**src/rtl/crrf_pkg.sv**
```systemverilog
// ----------------------------------------------------------------------------
// crrf_pkg
// Shared types and constants for the clipped rounded-rectangle fill engine.
// ----------------------------------------------------------------------------
package crrf_pkg;

    localparam int DEF_SCREEN_WIDTH  = 320;
    localparam int DEF_SCREEN_HEIGHT = 240;
    localparam int CW = 10;           // coordinate width
    localparam int RW = 9;            // radius width
    localparam int PW = 16;           // pixel width
    localparam int QDEPTH = 2;        // command queue depth
    localparam int QAW = 1;           // queue address width

    // Clip register indexes on the configuration port.
    localparam logic [1:0] REG_LEFT   = 2'd0;
    localparam logic [1:0] REG_TOP    = 2'd1;
    localparam logic [1:0] REG_WIDTH  = 2'd2;
    localparam logic [1:0] REG_HEIGHT = 2'd3;

    typedef enum logic [1:0] {
        OP_FILL  = 2'd0,
        OP_ROUND = 2'd1,
        OP_PLOT  = 2'd2,
        OP_READ  = 2'd3
    } op_t;

    // Command as classified by the front end.
    typedef struct packed {
        op_t                    op;
        logic signed [CW+1:0]   x;
        logic signed [CW+1:0]   y;
        logic signed [CW+1:0]   w;
        logic signed [CW+1:0]   h;
        logic signed [RW:0]     r;    // clamped radius, 0 means plain fill
        logic [PW-1:0]          colour;
    } cmd_t;

    typedef enum logic [2:0] {
        ST_IDLE,
        ST_SETUP,
        ST_ISET,
        ST_ISTEP,
        ST_SPAN,
        ST_READ
    } bst_t;

endpackage

```
**src/rtl/crrf_front.sv**
```systemverilog
// ----------------------------------------------------------------------------
// crrf_front
// Accepts commands, clamps the corner radius and pushes the command queue.
// ----------------------------------------------------------------------------
module crrf_front
(
    input  logic                                clk,
    input  logic                                rst_n,
    input  logic                                start,
    output logic                                busy,
    input  logic [1:0]                          op,
    input  logic signed [crrf_pkg::CW-1:0]      pos_x,
    input  logic signed [crrf_pkg::CW-1:0]      pos_y,
    input  logic signed [crrf_pkg::CW-1:0]      size_w,
    input  logic signed [crrf_pkg::CW-1:0]      size_h,
    input  logic signed [crrf_pkg::RW-1:0]      radius,
    input  logic [crrf_pkg::PW-1:0]             colour,
    input  logic                                pop,
    output logic                                q_valid,
    output crrf_pkg::cmd_t                      q_head
);

    crrf_pkg::cmd_t              mem_reg [crrf_pkg::QDEPTH];
    logic [crrf_pkg::QAW-1:0]    wp_reg, rp_reg;
    logic [crrf_pkg::QAW:0]      cnt_reg;
    crrf_pkg::cmd_t              cmd;
    logic signed [crrf_pkg::CW-1:0] lim;
    logic                        push;

    assign busy    = (cnt_reg == (crrf_pkg::QAW+1)'(crrf_pkg::QDEPTH));
    assign push    = start && !busy;
    assign q_valid = (cnt_reg != '0);
    assign q_head  = mem_reg[rp_reg];

    always_comb
    begin
        // half of the smaller side, rounded down (toward zero for positive sides)
        lim = ((size_w < size_h) ? size_w : size_h) >>> 1;
        cmd.op     = crrf_pkg::op_t'(op);
        cmd.x      = (crrf_pkg::CW+2)'(pos_x);
        cmd.y      = (crrf_pkg::CW+2)'(pos_y);
        cmd.w      = (crrf_pkg::CW+2)'(size_w);
        cmd.h      = (crrf_pkg::CW+2)'(size_h);
        cmd.colour = colour;
        if ((crrf_pkg::CW)'(radius) > lim)
            cmd.r = (crrf_pkg::RW+1)'(lim);
        else
            cmd.r = (crrf_pkg::RW+1)'(radius);
        if (cmd.r[crrf_pkg::RW])
            cmd.r = '0;   // negative radius: plain fill
        if (size_w <= 0 || size_h <= 0)
            cmd.w = '0;   // empty: nothing drawn
    end

    always_ff @(posedge clk)
    begin
        if (push)
            mem_reg[wp_reg] <= cmd;
    end

    always_ff @(posedge clk or negedge rst_n)
    begin
        if (!rst_n)
        begin
            wp_reg  <= '0;
            rp_reg  <= '0;
            cnt_reg <= '0;
        end
        else
        begin
            if (push)
                wp_reg <= wp_reg + 1'b1;
            if (pop)
                rp_reg <= rp_reg + 1'b1;
            cnt_reg <= cnt_reg + (crrf_pkg::QAW+1)'(push) - (crrf_pkg::QAW+1)'(pop);
        end
    end

endmodule

```
**config.mk**
```make
export PLATFORM = sky130hd
export DESIGN_NAME = crrf_front
export DESIGN_NICKNAME = d
export VERILOG_FILES = /design/src/rtl/crrf_pkg.sv /design/src/rtl/crrf_front.sv
export SDC_FILE = /design/constraint.sdc
export NUM_CORES = 1
export LEC_CHECK = 0
export ABC_AREA = 1
export BUFFER_PORTS_ARGS = -buffer_cell sky130_fd_sc_hd__buf_2
export CORE_MARGIN = 2
export CORE_UTILIZATION = 48
export CTS_CLUSTER_SIZE = 28
export DETAILED_ROUTE_END_ITERATION = 6
export PLACE_DENSITY = 0.73
export SLEW_MARGIN = 10
export SYNTH_ARGS = -nofsm -noshare
export SYNTH_HDL_FRONTEND = slang
export SYNTH_SLANG_ARGS = --single-unit
export TNS_END_PERCENT = 1
```
**constraint.sdc**
```tcl
create_clock -name clk -period 3.8 [get_ports clk]
set_input_delay 0.19 -clock clk [delete_from_list [all_inputs] [get_ports clk]]
set_output_delay 0.19 -clock clk [all_outputs]
set_load 0.005 [all_outputs]
```
[Word level (Yosys, flattened, before mapping)]
Memories as Yosys holds them, arrays and structs flattened.
Cells that the tools add are included.
Widths: inputs -> output; s select.
Operators by class
  $add $sub $neg: 4
  magnitude comparators: 4
  equality and inequality tests: 1
  muxes and demuxes: 6
  reductions and logical operators: 4
Operator list (number)
  $le 10x1->1 const B: 2
  $mux 10: 2
  $mux 12: 1
  $lt 10x10->1: 1
  $gt 9x9->1: 1
  $mux 9: 1
  $add 1x1->1 const B: 2
  $add 2x1->2: 1
  $eq 2x2->1 const B: 1
  $mux 1: 2
  $reduce_bool 2->1: 1
  $sub 2x1->2: 1
  $logic_and 1x1->1: 1
  $logic_not 1->1: 1
  $logic_or 1x1->1: 1
Storage, ports and cells
  register bits: 4
  bits in writable memories: 150
  logic and storage cells: 23
  memories kept: 1
Memory list
  mem_reg: depth 2, width 75, read ports 1, clocked after memory_dff 0, write ports 1, line crrf_front.sv:23  | crrf_pkg::cmd_t mem_reg [crrf_pkg::QDEPTH];

[Logic depth before layout (Yosys ltp)]
Gate-level depths: netlist of the first run.
  depth after elaboration: 5
  depth in mapped cells: 26
  gate-level depth less buffers: 25

[Least setup slack after synthesis of the first run]
No wires, ideal clock.
  kind: flip-flop to flip-flop
  start: register cnt_reg[1] in the netlist's numbering
  end: memory mem_reg[0][0] in the netlist's numbering (enable)
  arrival: 3.403 ns
  required time: 3.309 ns
  setup slack: -0.094 ns
  stages on the path, launching flop included: 4
  buffers on the path: 0
  cell sequence: dfrtp_1 inv_1 o21ai_0 nor2_1
On the way
  word-level cells in the longest chain between the ends: 5
Ends and longest elaborated chain
  from (decl): line crrf_front.sv:25  | logic [crrf_pkg::QAW:0] cnt_reg;
  from (signal assigned): line crrf_front.sv:75  | cnt_reg <= cnt_reg + (crrf_pkg::QAW+1)'(push) - (crrf_pkg::QAW+1)'(pop);
  $eq 2x2->1: line crrf_front.sv:30  | assign busy = (cnt_reg == (crrf_pkg::QAW+1)'(crrf_pkg::QDEPTH));
  $logic_not 1->1: line crrf_front.sv:31  | assign push = start && !busy;
  $logic_and 1x1->1: line crrf_front.sv:31
  $mux 1: line crrf_front.sv:57  | if (push)
  $mux 1 (not written as such): line crrf_front.sv:58  | mem_reg[wp_reg] <= cmd;
  to (decl): line crrf_front.sv:23
No other way between the ends.

==> results of run 1 <==
==> power by group <==
group	internal, uW	leakage, uW	total [uW]	switching [uW]
Clock	1290	0.000321	1890	596
Combinational	769	0.00178	1590	818
Sequential	2080	0.00128	2210	131
==> kinds of logic (layout without fill, tap and decap cells) <==
family	after synthesis	in the layout	synth area share
simple gates	124	124	0.0972
mux	66	66	0.124
other cells	1	4	0.000623
compound gates	7	7	0.00666
flops	136	136	0.676
fa+ha+maj	20	20	0.0416
xor+xnor	4	4	0.00583
buf+inv	65	271	0.0489
==> timing repair <==
item / CTS / global route
buffers inserted: 0 / 0
hold buffers: 42 / 0
endpoints found under the hold margin: 85 / 0
==> metrics by stage <==
| stage | hold slack, ns | setup TNS (ns) | area (um2) | instances |
|---|---|---|---|---|
| 2_1_floorplan | -0.106 | -12.42 | 6030 | 426 |
| 4_1_cts | 0.00488 | 0 | 8020 | 800 |
| 3_3_place_gp | -0.00337 | 0 | 6920 | 726 |
| 3_5_place_dp | 0.00169 | 0 | 6920 | 726 |
| 5_1_grt | 0.00696 | 0 | 8020 | 800 |
| 6_report | 0.0286 | 0 | 8020 | 800 |
==> synth_stat cells, drive strengths merged <==
cell type,count
nand4,8
a21o,2
nand2,56
clkbuf,1
xnor2,1
ha,20
nor3,2
nor4,2
nand3b,1
xor2,3
conb,1
inv,47
or2,1
a21oi,4
mux2,66
o21ai,1
nand3,20
edfxtp,132
dfrtp,4
nor2,34
buf,17
==> how the worst max path moves through the flow <==
stage,from,endpoint,slack [ns],depth (start not counted)
after global routing,size_h[9],mem_reg[1][18],0.15,23
after floorplan,cnt_reg[1],mem_reg[0][0],-0.09,3
final,size_h[9],mem_reg[1][23],0.45,22
after global placement,size_h[9],mem_reg[0][23],0.78,20
after CTS,size_h[9],mem_reg[1][18],0.48,21
after detailed placement,size_h[9],mem_reg[0][18],0.61,19
==> layout make-up <==
class	count	area share
inverter	47	0.0220
clock inverter	13	0.0312
sequential	136	0.507
clock buffer	19	0.0540
tap	168	0.0262
multi-input combinational	225	0.210
timing repair buffer	192	0.150
==> routing by layer <==
metal	vias up	part of all wire
li1	1888	-
met1	1872	0.40
met2	184	0.49
met3	44	0.075
met4	0	0.040
met5	-	0
==> critical path: cells and delay by family <==
kind / cells / cell delay, ns
adder cells (fa/ha/maj): 2 / 0.64
buffers and inverters: 5 / 0.86
AND/OR/NAND/NOR: 15 / 1.80
==> layout by cell type (no fill, tap or decap), drive strengths merged <==
cell type / Yosys / final
bufinv: 0 / 7
clkinvlp: 0 / 3
nand2: 56 / 56
buf: 17 / 150
clkbuf: 1 / 19
mux2: 66 / 66
a21o: 2 / 2
nor2: 34 / 34
or2: 1 / 1
nand3b: 1 / 1
dlygate4sd3: 0 / 42
inv: 47 / 47
conb: 1 / 4
nor3: 2 / 2
xor2: 3 / 3
edfxtp: 132 / 132
a21oi: 4 / 4
o21ai: 1 / 1
clkinv: 0 / 3
ha: 20 / 20
nor4: 2 / 2
nand4: 8 / 8
dfrtp: 4 / 4
xnor2: 1 / 1
nand3: 20 / 20
==> results.txt, run 1 <==
status - finished, final reports clean
endpoints failing setup - 0
Tightest Pin Transition - 0.925 ns
met3 track demand over resource - 0.0591
Hold Path Class - in -> reg
pre-CTS setup slack - 0.610 ns
share of the synthesized area in the top cell type - 0.659
gr busiest metal - met2
hold_sp - size_h[6]
Warnings, synthesis - 0
worst vdd ir - 0.335 mV
r2r setup slk - 1.71 ns
number of distinct library cells after synthesis - 29
Total GRT Usage - 0.198
Starting Density - 0.497
Critical R2R Capture - cnt_reg[1]
GPL Wtd Cong - 0.877
cells along the critical path - dlygate4sd3_1 -> buf_2 -> inv_1 -> ha_1 -> nand2_1 -> nor2_2 -> nand2_1 -> nand4_1 -> nand3_1 -> nand2_1 -> inv_1 -> ha_1 -> nand2_1 -> inv_1 -> nand2_1 -> nand2_1 -> nand2_1 -> nand4_1 -> nand2_2 -> nand2_4 -> nor2_1 -> nor2_1
DRC Markers - 0
pin count of the biggest net entering global routing - 53
clock root buffer - clkbuf_16
critical path arrival - 3.52 ns
via count - 3988
CTS tree - built
fin crit share - 0.883
crit path time final - 3.35 ns
fin worst setup slack - 0.446 ns
Power Dens Cells - 709 mW/mm2
area of the multi-input gates - 0.00168 mm2
post-layout util - 0.663
Relative slew margins - 0.377
hold depth - 1
Final ANT Viol Nets - 0
pins over their slew limit - 0
layout cells sized above 1 - 0.415
RSZ-0062 raised after global routing - no
Largest register FFs - 132
final hold viol count - 0
initial antenna violation count - 0
clock skew - 0.00469 ns
r2r worst-path depth - 6
clock latency on the worst-skew pair - 0.42 ns
GR Layer Usage met1 - 0.225
H-tree levels - 4
Hold EP - mem_reg[1][31]
crit path capture type - flop
post_cts resized - 0
ant diodes - 0
vias in the first global route - 4122
CP Data Required Time - 3.97 ns
Buffers on Ports - 146
Syn Area/Cell - 14.2 um2
average wire per standard cell - 15.9 um
R2R Path Start - cnt_reg[0]
Register Area - 0.00407 mm2
vias per cell - 4.99
Max-cap violations - 0
largest cells by area after synthesis - edfxtp_1 66%, mux2_2 12%, ha_1 4.2%
num rows - 40
# IOs - 149
grt ovf - 0
Die Wd - 116 um
static leakage - 0.00338 uW
deepest clock path buffer count - 2
die height - 116 um
Design Power - 5690 uW
met2 usage - 0.331
Die Area - 0.0134 mm2
slowest stage cell, crit path - dlygate4sd3_1
crit path launch type - primary input
core area - 0.0121 mm2
Gate Count Post-Synth - 423
CP max stage delay - 0.52 ns
Yosys reg bits - 136
Area Overhead vs Synth - 33.4%
first-pass GRT wire length - 19500 um
initial drt markers - 204
Seq/Total Area, Yosys - 0.676
fin nets - 710
clk sink count - 136
total wire length - 12700 um
clock edge transition at the registers on the reported setup and hold paths - 0.05 ns
drt pass-1 iters - 5
Num CTS Buffers - 17
DP HPWL - 8250 um
Synth Cell Area - 0.00601 mm2
Crit Path Class - in -> reg
fill count - 876
FMAX - 298 MHz
CP max FO - 16
CP dominant cell by count - nand2_1
Synth area leader - edfxtp_1
(Power assumes the default switching activity.)
==> inputs of run 2 (changes only) <==
--- a/config.mk
+++ b/config.mk
@@ -11,7 +11,7 @@
 export CORE_UTILIZATION = 48
 export CTS_CLUSTER_SIZE = 28
 export DETAILED_ROUTE_END_ITERATION = 6
-export PLACE_DENSITY = 0.73
+export PLACE_DENSITY = 0.76
 export SLEW_MARGIN = 10
 export SYNTH_ARGS = -nofsm -noshare
 export SYNTH_HDL_FRONTEND = slang
==> run 2 against run 1 <==
  * Combinational power about the same
  * Largest power group unchanged
  * Fmax increased by 1.2%
  * Clock skew increased by 0.0017 ns
==> results.txt, run 2 (synthesized netlist as in run 1, its figures left out) <==
status - finished, final reports clean
Die Wd - 116 um (unchanged)
static leakage - 0.00333 uW (-1.4%)
Tightest Pin Transition - 0.937 ns (+0.0124 ns)
pre-CTS setup slack - 0.663 ns (+0.0533 ns)
Crit Path Class - in -> reg
H-tree levels - 4 (unchanged)
endpoints failing setup - 0 (unchanged)
crit path capture type - flop
clk sink count - 136 (unchanged)
# IOs - 149 (unchanged)
CP Launch Point - size_h[9]
worst vdd ir - 0.232 mV (-31%)
total wire length - 12700 um (-0.55%)
ant diodes - 0 (unchanged)
cells along the critical path - dlygate4sd3_1 -> buf_2 -> inv_1 -> ha_1 -> nand2_1 -> nor2_2 -> nand2_1 -> nand4_1 -> nand3_1 -> nand2_1 -> inv_1 -> ha_1 -> nand2_1 -> inv_1 -> nand2_1 -> nand2_1 -> nand2_1 -> nand3_1 -> nand2_1 -> nand2_2 -> nand2_4 -> nand2_1 -> nand2_1 -> nor2_1
R2R Path Start - cnt_reg[1]
most frequent cells in the layout - 146 x buf_2, 132 x edfxtp_1, 66 x mux2_2
RSZ-0062 raised after global routing - no
Hold Path Class - in -> reg
crit path launch type - primary input
hold depth - 1 (unchanged)
via count - 3929 (-1.5%)
critical path arrival - 3.48 ns (-0.04 ns)
clock skew - 0.00638 ns (+0.00168 ns)
WP depth - 24 (+9.1%)
fin nets - 712 (+0.28%)
initial antenna violation count - 0 (unchanged)
DP HPWL - 8550 um (+3.7%)
Die Area - 0.0134 mm2 (unchanged)
FMAX - 302 MHz (+1.2%)
core area - 0.0121 mm2 (unchanged)
pin count of the biggest net entering global routing - 31 (-42%)
deepest clock path buffer count - 2 (unchanged)
CP Data Required Time - 3.96 ns (about the same)
hold_sp - size_h[6]
DRC Markers - 0 (unchanged)
layout cells sized above 1 - 0.418 (+0.00342)
Num CTS Buffers - 17 (unchanged)
Buffers on Ports - 146 (unchanged)
Total GRT Usage - 0.197 (-0.000767)
Setup Fix Bufs, Post-CTS - 0 (unchanged)
Buffers & Inverters on Critical Path - 5 (unchanged)
Final ANT Viol Nets - 0 (unchanged)
first-pass GRT wire length - 19600 um (+0.78%)
clock edge transition at the registers on the reported setup and hold paths - 0.06 ns (about the same)
Power Dens Cells - 674 mW/mm2 (-4.8%)
CTS tree - built
vias per cell - 4.90 (-1.7%)
drt pass-1 iters - 4 (-1)
fin worst setup slack - 0.487 ns (+0.0413 ns)
slowest stage cell, crit path - dlygate4sd3_1
Max-cap violations - 0 (unchanged)
Largest register FFs - 132 (unchanged)
num rows - 40 (unchanged)
final hold viol count - 0 (unchanged)
average wire per standard cell - 15.8 um (-0.80%)
grt ovf - 0 (unchanged)
Area Overhead vs Synth - 31.2%
Relative slew margins - 0.368 (-0.00833)
fin crit share - 0.872 (-0.0109)
r2r worst-path depth - 4 (-2)
clock root buffer - clkbuf_16
CP max stage delay - 0.52 ns (about the same)
die height - 116 um (unchanged)
GPL Wtd Cong - 0.907 (+3.4%)
vias in the first global route - 4107 (-0.36%)
fill count - 910 (+3.9%)
Design Power - 5320 uW (-6.4%)
initial drt markers - 313 (+53%)
Starting Density - 0.497 (unchanged)
delay-heaviest family, CP - simple AND/OR/NAND/NOR gates
commonest non-fill, non-tap cell in the layout - buf_2
CP max FO - 16 (unchanged)
clock latency on the worst-skew pair - 0.41 ns (about the same)
crit path time final - 3.31 ns (-0.0413 ns)
TNS Setup - 0 ns (unchanged)
CP dominant cell by count - nand2_1
pins over their slew limit - 0 (unchanged)
-- run 2: cell types whose count changed in the layout (fill, tap and decap cells not counted), moves of 2 or more --
cell / previous run / this run
clkbuf_1: 2 / 0
buf_12: 2 / 0
bufinv_16: 7 / 2
clkinv_2: 1 / 6
buf_4: 2 / 6
-- run 2: stage by stage --
| step | hold slack (ns) | instance area (um2) | instances | utilization |
|---|---|---|---|---|
| after floorplan | -0.106 | 6030 | 426 | - |
| after global placement | 0.000357 | 6910 | 728 | 0.571 |
| after detailed placement | 0.00290 | 6910 | 728 | 0.571 |
| after CTS | 0.000200 | 7890 | 802 | 0.652 |
| after global routing | 0.0128 | 7890 | 802 | 0.652 |
| final | 0.0203 | 7890 | 802 | 0.652 |
-- run 2: power breakdown --
group / switching (uW) / internal [uW]
Sequential: 114 / 2080
Clock: 586 / 951
Combinational: 831 / 760
Total: 1530 / 3790
-- run 2: worst paths after layout --
kind                                       end  slack, ns
min in group asynchronous               wp_reg       0.12
worst min-delay path            mem_reg[0][31]       0.02
worst min register to register      cnt_reg[0]       0.59
worst max register to register  mem_reg[1][62]       1.47
worst max-delay path            mem_reg[1][23]       0.49
max in group asynchronous               rp_reg       3.55
-- run 2: what timing repair did --
| item | 4_1_cts | 5_1_grt |
|---|---|---|
| hold buffers | 42 | 0 |
| resized for setup | 0 | 0 |
| hold endpoints to repair | 85 | 0 |
-- run 2: cell type report --
cell class              instances  area (um2)  share of cell area
well taps                     168         210              0.0266
clock inverters                15         136              0.0173
repair buffers                194        1200               0.152
inverters                      47         176              0.0224
multi-input cells             225        1680               0.213
flip-flops and latches        136        4070               0.515
clock buffers                  17         425              0.0539
-- run 2: layer usage --
metal  up-vias  share of wire  GRT usage
met3        17          0.080     0.0570
met2       164           0.51      0.339
met1      1854           0.39      0.229
li1       1894              -          -
met4         0          0.020     0.0881
met5         -              0          0
-- run 2: worst register-to-register path: cells and delay by family, from the launching register on --
| family | cells | cell delay [ns] |
|---|---|---|
| AND/OR/NAND/NOR | 1 | 0.73 |
| flip-flops | 1 | 0.37 |
| AO/OA/AOI/OAI | 1 | 0.32 |
| buffers and inverters | 2 | 0.57 |
==> inputs of run 3 (changes only) <==
--- a/config.mk
+++ b/config.mk
@@ -6,7 +6,7 @@
 export NUM_CORES = 1
 export LEC_CHECK = 0
 export ABC_AREA = 1
-export BUFFER_PORTS_ARGS = -buffer_cell sky130_fd_sc_hd__buf_2
+export BUFFER_PORTS_ARGS = -buffer_cell sky130_fd_sc_hd__clkbuf_2
 export CORE_MARGIN = 2
 export CORE_UTILIZATION = 48
 export CTS_CLUSTER_SIZE = 28
==> run 3 against run 2 <==
  * Combinational power is 3% higher
  * Register-to-register slack better by 0.15 ns
  * Global-route usage shrank 0.36 points
  * Critical path type unchanged
==> results.txt, run 3 (synthesized netlist as in run 1, its figures left out) <==
Total GRT Usage - 0.193 (-0.00356)
Starting Density - 0.497 (unchanged)
Max-cap violations - 0 (unchanged)
Num CTS Buffers - 17 (unchanged)
drt pass-1 iters - 5 (+1)
vias per cell - 4.97 (+1.4%)
average wire per standard cell - 15.8 um (+0.11%)
initial antenna violation count - 0 (unchanged)
num rows - 40 (unchanged)
Hold Path Class - in -> reg
fin worst setup slack - 0.293 ns (-0.194 ns)
Tightest Pin Transition - 0.908 ns (-0.0295 ns)
status - finished, final reports clean
critical path arrival - 3.74 ns (+0.26 ns)
clock root buffer - clkbuf_16
cells along the critical path - dlygate4sd3_1 -> clkbuf_2 -> inv_1 -> ha_1 -> nand2_1 -> nor2_2 -> nand2_1 -> nand4_1 -> nand3_1 -> nand2_1 -> inv_1 -> ha_1 -> nand2_1 -> inv_1 -> nand2_1 -> nand2_1 -> nand2_1 -> nand3_1 -> nand2_1 -> nand2_2 -> nand2_4 -> nand2_1 -> nand2_1 -> nor2_1
delay-heaviest family, CP - simple AND/OR/NAND/NOR gates
static leakage - 0.00337 uW (+1.3%)
Power Dens Cells - 687 mW/mm2 (+1.9%)
most frequent cells in the layout - 146 x clkbuf_2, 132 x edfxtp_1, 66 x mux2_2
CP max FO - 16 (unchanged)
fill count - 904 (-0.66%)
Largest register FFs - 132 (unchanged)
CP max stage delay - 0.55 ns (+0.03 ns)
CTS tree - built
Post-Place Cells - 726 (-0.27%)
Post-Layout Cell Count - 800 (-0.25%)
Die Wd - 116 um (unchanged)
via count - 3975 (+1.2%)
ant diodes - 0 (unchanged)
first-pass GRT wire length - 19300 um (-1.7%)
Design Power - 5460 uW (+2.5%)
Relative slew margins - 0.388 (+0.0199)
H-tree levels - 4 (unchanged)
crit path launch type - primary input
pre-CTS setup slack - 0.561 ns (-0.102 ns)
CP Data Required Time - 4.03 ns (+0.07 ns)
crit path time final - 3.51 ns (+0.194 ns)
pins over their slew limit - 0 (unchanged)
Buffers on Ports - 146 (unchanged)
Die Area - 0.0134 mm2 (unchanged)
Crit Path Class - in -> reg
Area Overhead vs Synth - 32.0%
total wire length - 12600 um (-0.14%)
CP dominant cell by count - nand2_1
slowest stage cell, crit path - dlygate4sd3_1
DP HPWL - 8360 um (-2.3%)
Buffers & Inverters on Critical Path - 5 (unchanged)
clock skew - 0.00409 ns (-0.00229 ns)
post_cts resized - 0 (unchanged)
commonest non-fill, non-tap cell in the layout - clkbuf_2
# IOs - 149 (unchanged)
core area - 0.0121 mm2 (unchanged)
RSZ-0062 raised after global routing - no
clock edge transition at the registers on the reported setup and hold paths - 0.06 ns (about the same)
vias in the first global route - 4107 (unchanged)
pin count of the biggest net entering global routing - 68 (+120%)
endpoints failing setup - 0 (unchanged)
grt ovf - 0 (unchanged)
layout cells sized above 1 - 0.415 (-0.00342)
clock latency on the worst-skew pair - 0.41 ns (about the same)
crit path capture type - flop
GPL Wtd Cong - 0.935 (+3.1%)
DRC Markers - 0 (unchanged)
deepest clock path buffer count - 2 (unchanged)
initial drt markers - 254 (-19%)
fin nets - 710 (-0.28%)
fin crit share - 0.923 (+0.0512)
final hold viol count - 0 (unchanged)
clk sink count - 136 (unchanged)
die height - 116 um (unchanged)
FMAX - 285 MHz (-5.5%)
Final ANT Viol Nets - 0 (unchanged)
worst vdd ir - 0.313 mV (+35%)
post-layout util - 0.655 (+0.00382)
run 3: cell count changes in the layout (fill, tap and decap cells not counted):
cell	before	now
clkinv_2	6	3
buf_2	146	0
clkbuf_2	0	146
buf_4	6	3
bufinv_16	2	4
buf_12	0	1
clkbuf_1	0	1
run 3: metal layers:
metal,global-route usage,vias to the layer above,wire length (um)
met5,0,-,0
met4,0.0952,0,287
met3,0.0586,28,890
met2,0.324,185,6270
met1,0.227,1882,5190
li1,-,1880,-
run 3: what timing repair did:
action / 4_1_cts / 5_1_grt
buffers inserted: 0 / 0
hold endpoints to repair: 85 / 0
hold buffers: 42 / 0
run 3: power breakdown:
part           internal, uW  switching, uW
Clock                  1090            576
Combinational           759            871
Sequential             2080           81.5
Total                  3930           1530
run 3: worst paths after layout:
path	from	endpoint	slack, ns	depth (start not counted)
worst max-delay path	size_h[9]	mem_reg[1][18]	0.29	24
worst min-delay path	size_h[6]	mem_reg[0][31]	0.03	1
worst max register to register	cnt_reg[1]	mem_reg[0][44]	1.62	4
worst min register to register	cnt_reg[0]	cnt_reg[0]	0.57	1
max in group asynchronous	rst_n	rp_reg	3.55	2
min in group asynchronous	rst_n	cnt_reg[0]	0.11	2
run 3: final cells by class:
cell class | instances | area [um2] | share of cell area
inverter | 47 | 176 | 0.0222
clock inverter | 14 | 181 | 0.0229
timing repair buffer | 192 | 1190 | 0.150
tap | 168 | 210 | 0.0265
clock buffer | 18 | 429 | 0.0541
sequential | 136 | 4070 | 0.512
multi-input combinational | 225 | 1680 | 0.212
run 3: through the flow:
stage / cell area (um2) / setup TNS (ns) / hold slack [ns]
3_3_place_gp: 6910 / 0 / 0.000697
3_5_place_dp: 6910 / 0 / 0.00188
2_1_floorplan: 6030 / -12.42 / -0.106
4_1_cts: 7940 / 0 / 0.00453
6_report: 7940 / 0 / 0.0264
5_1_grt: 7940 / 0 / 0.0147
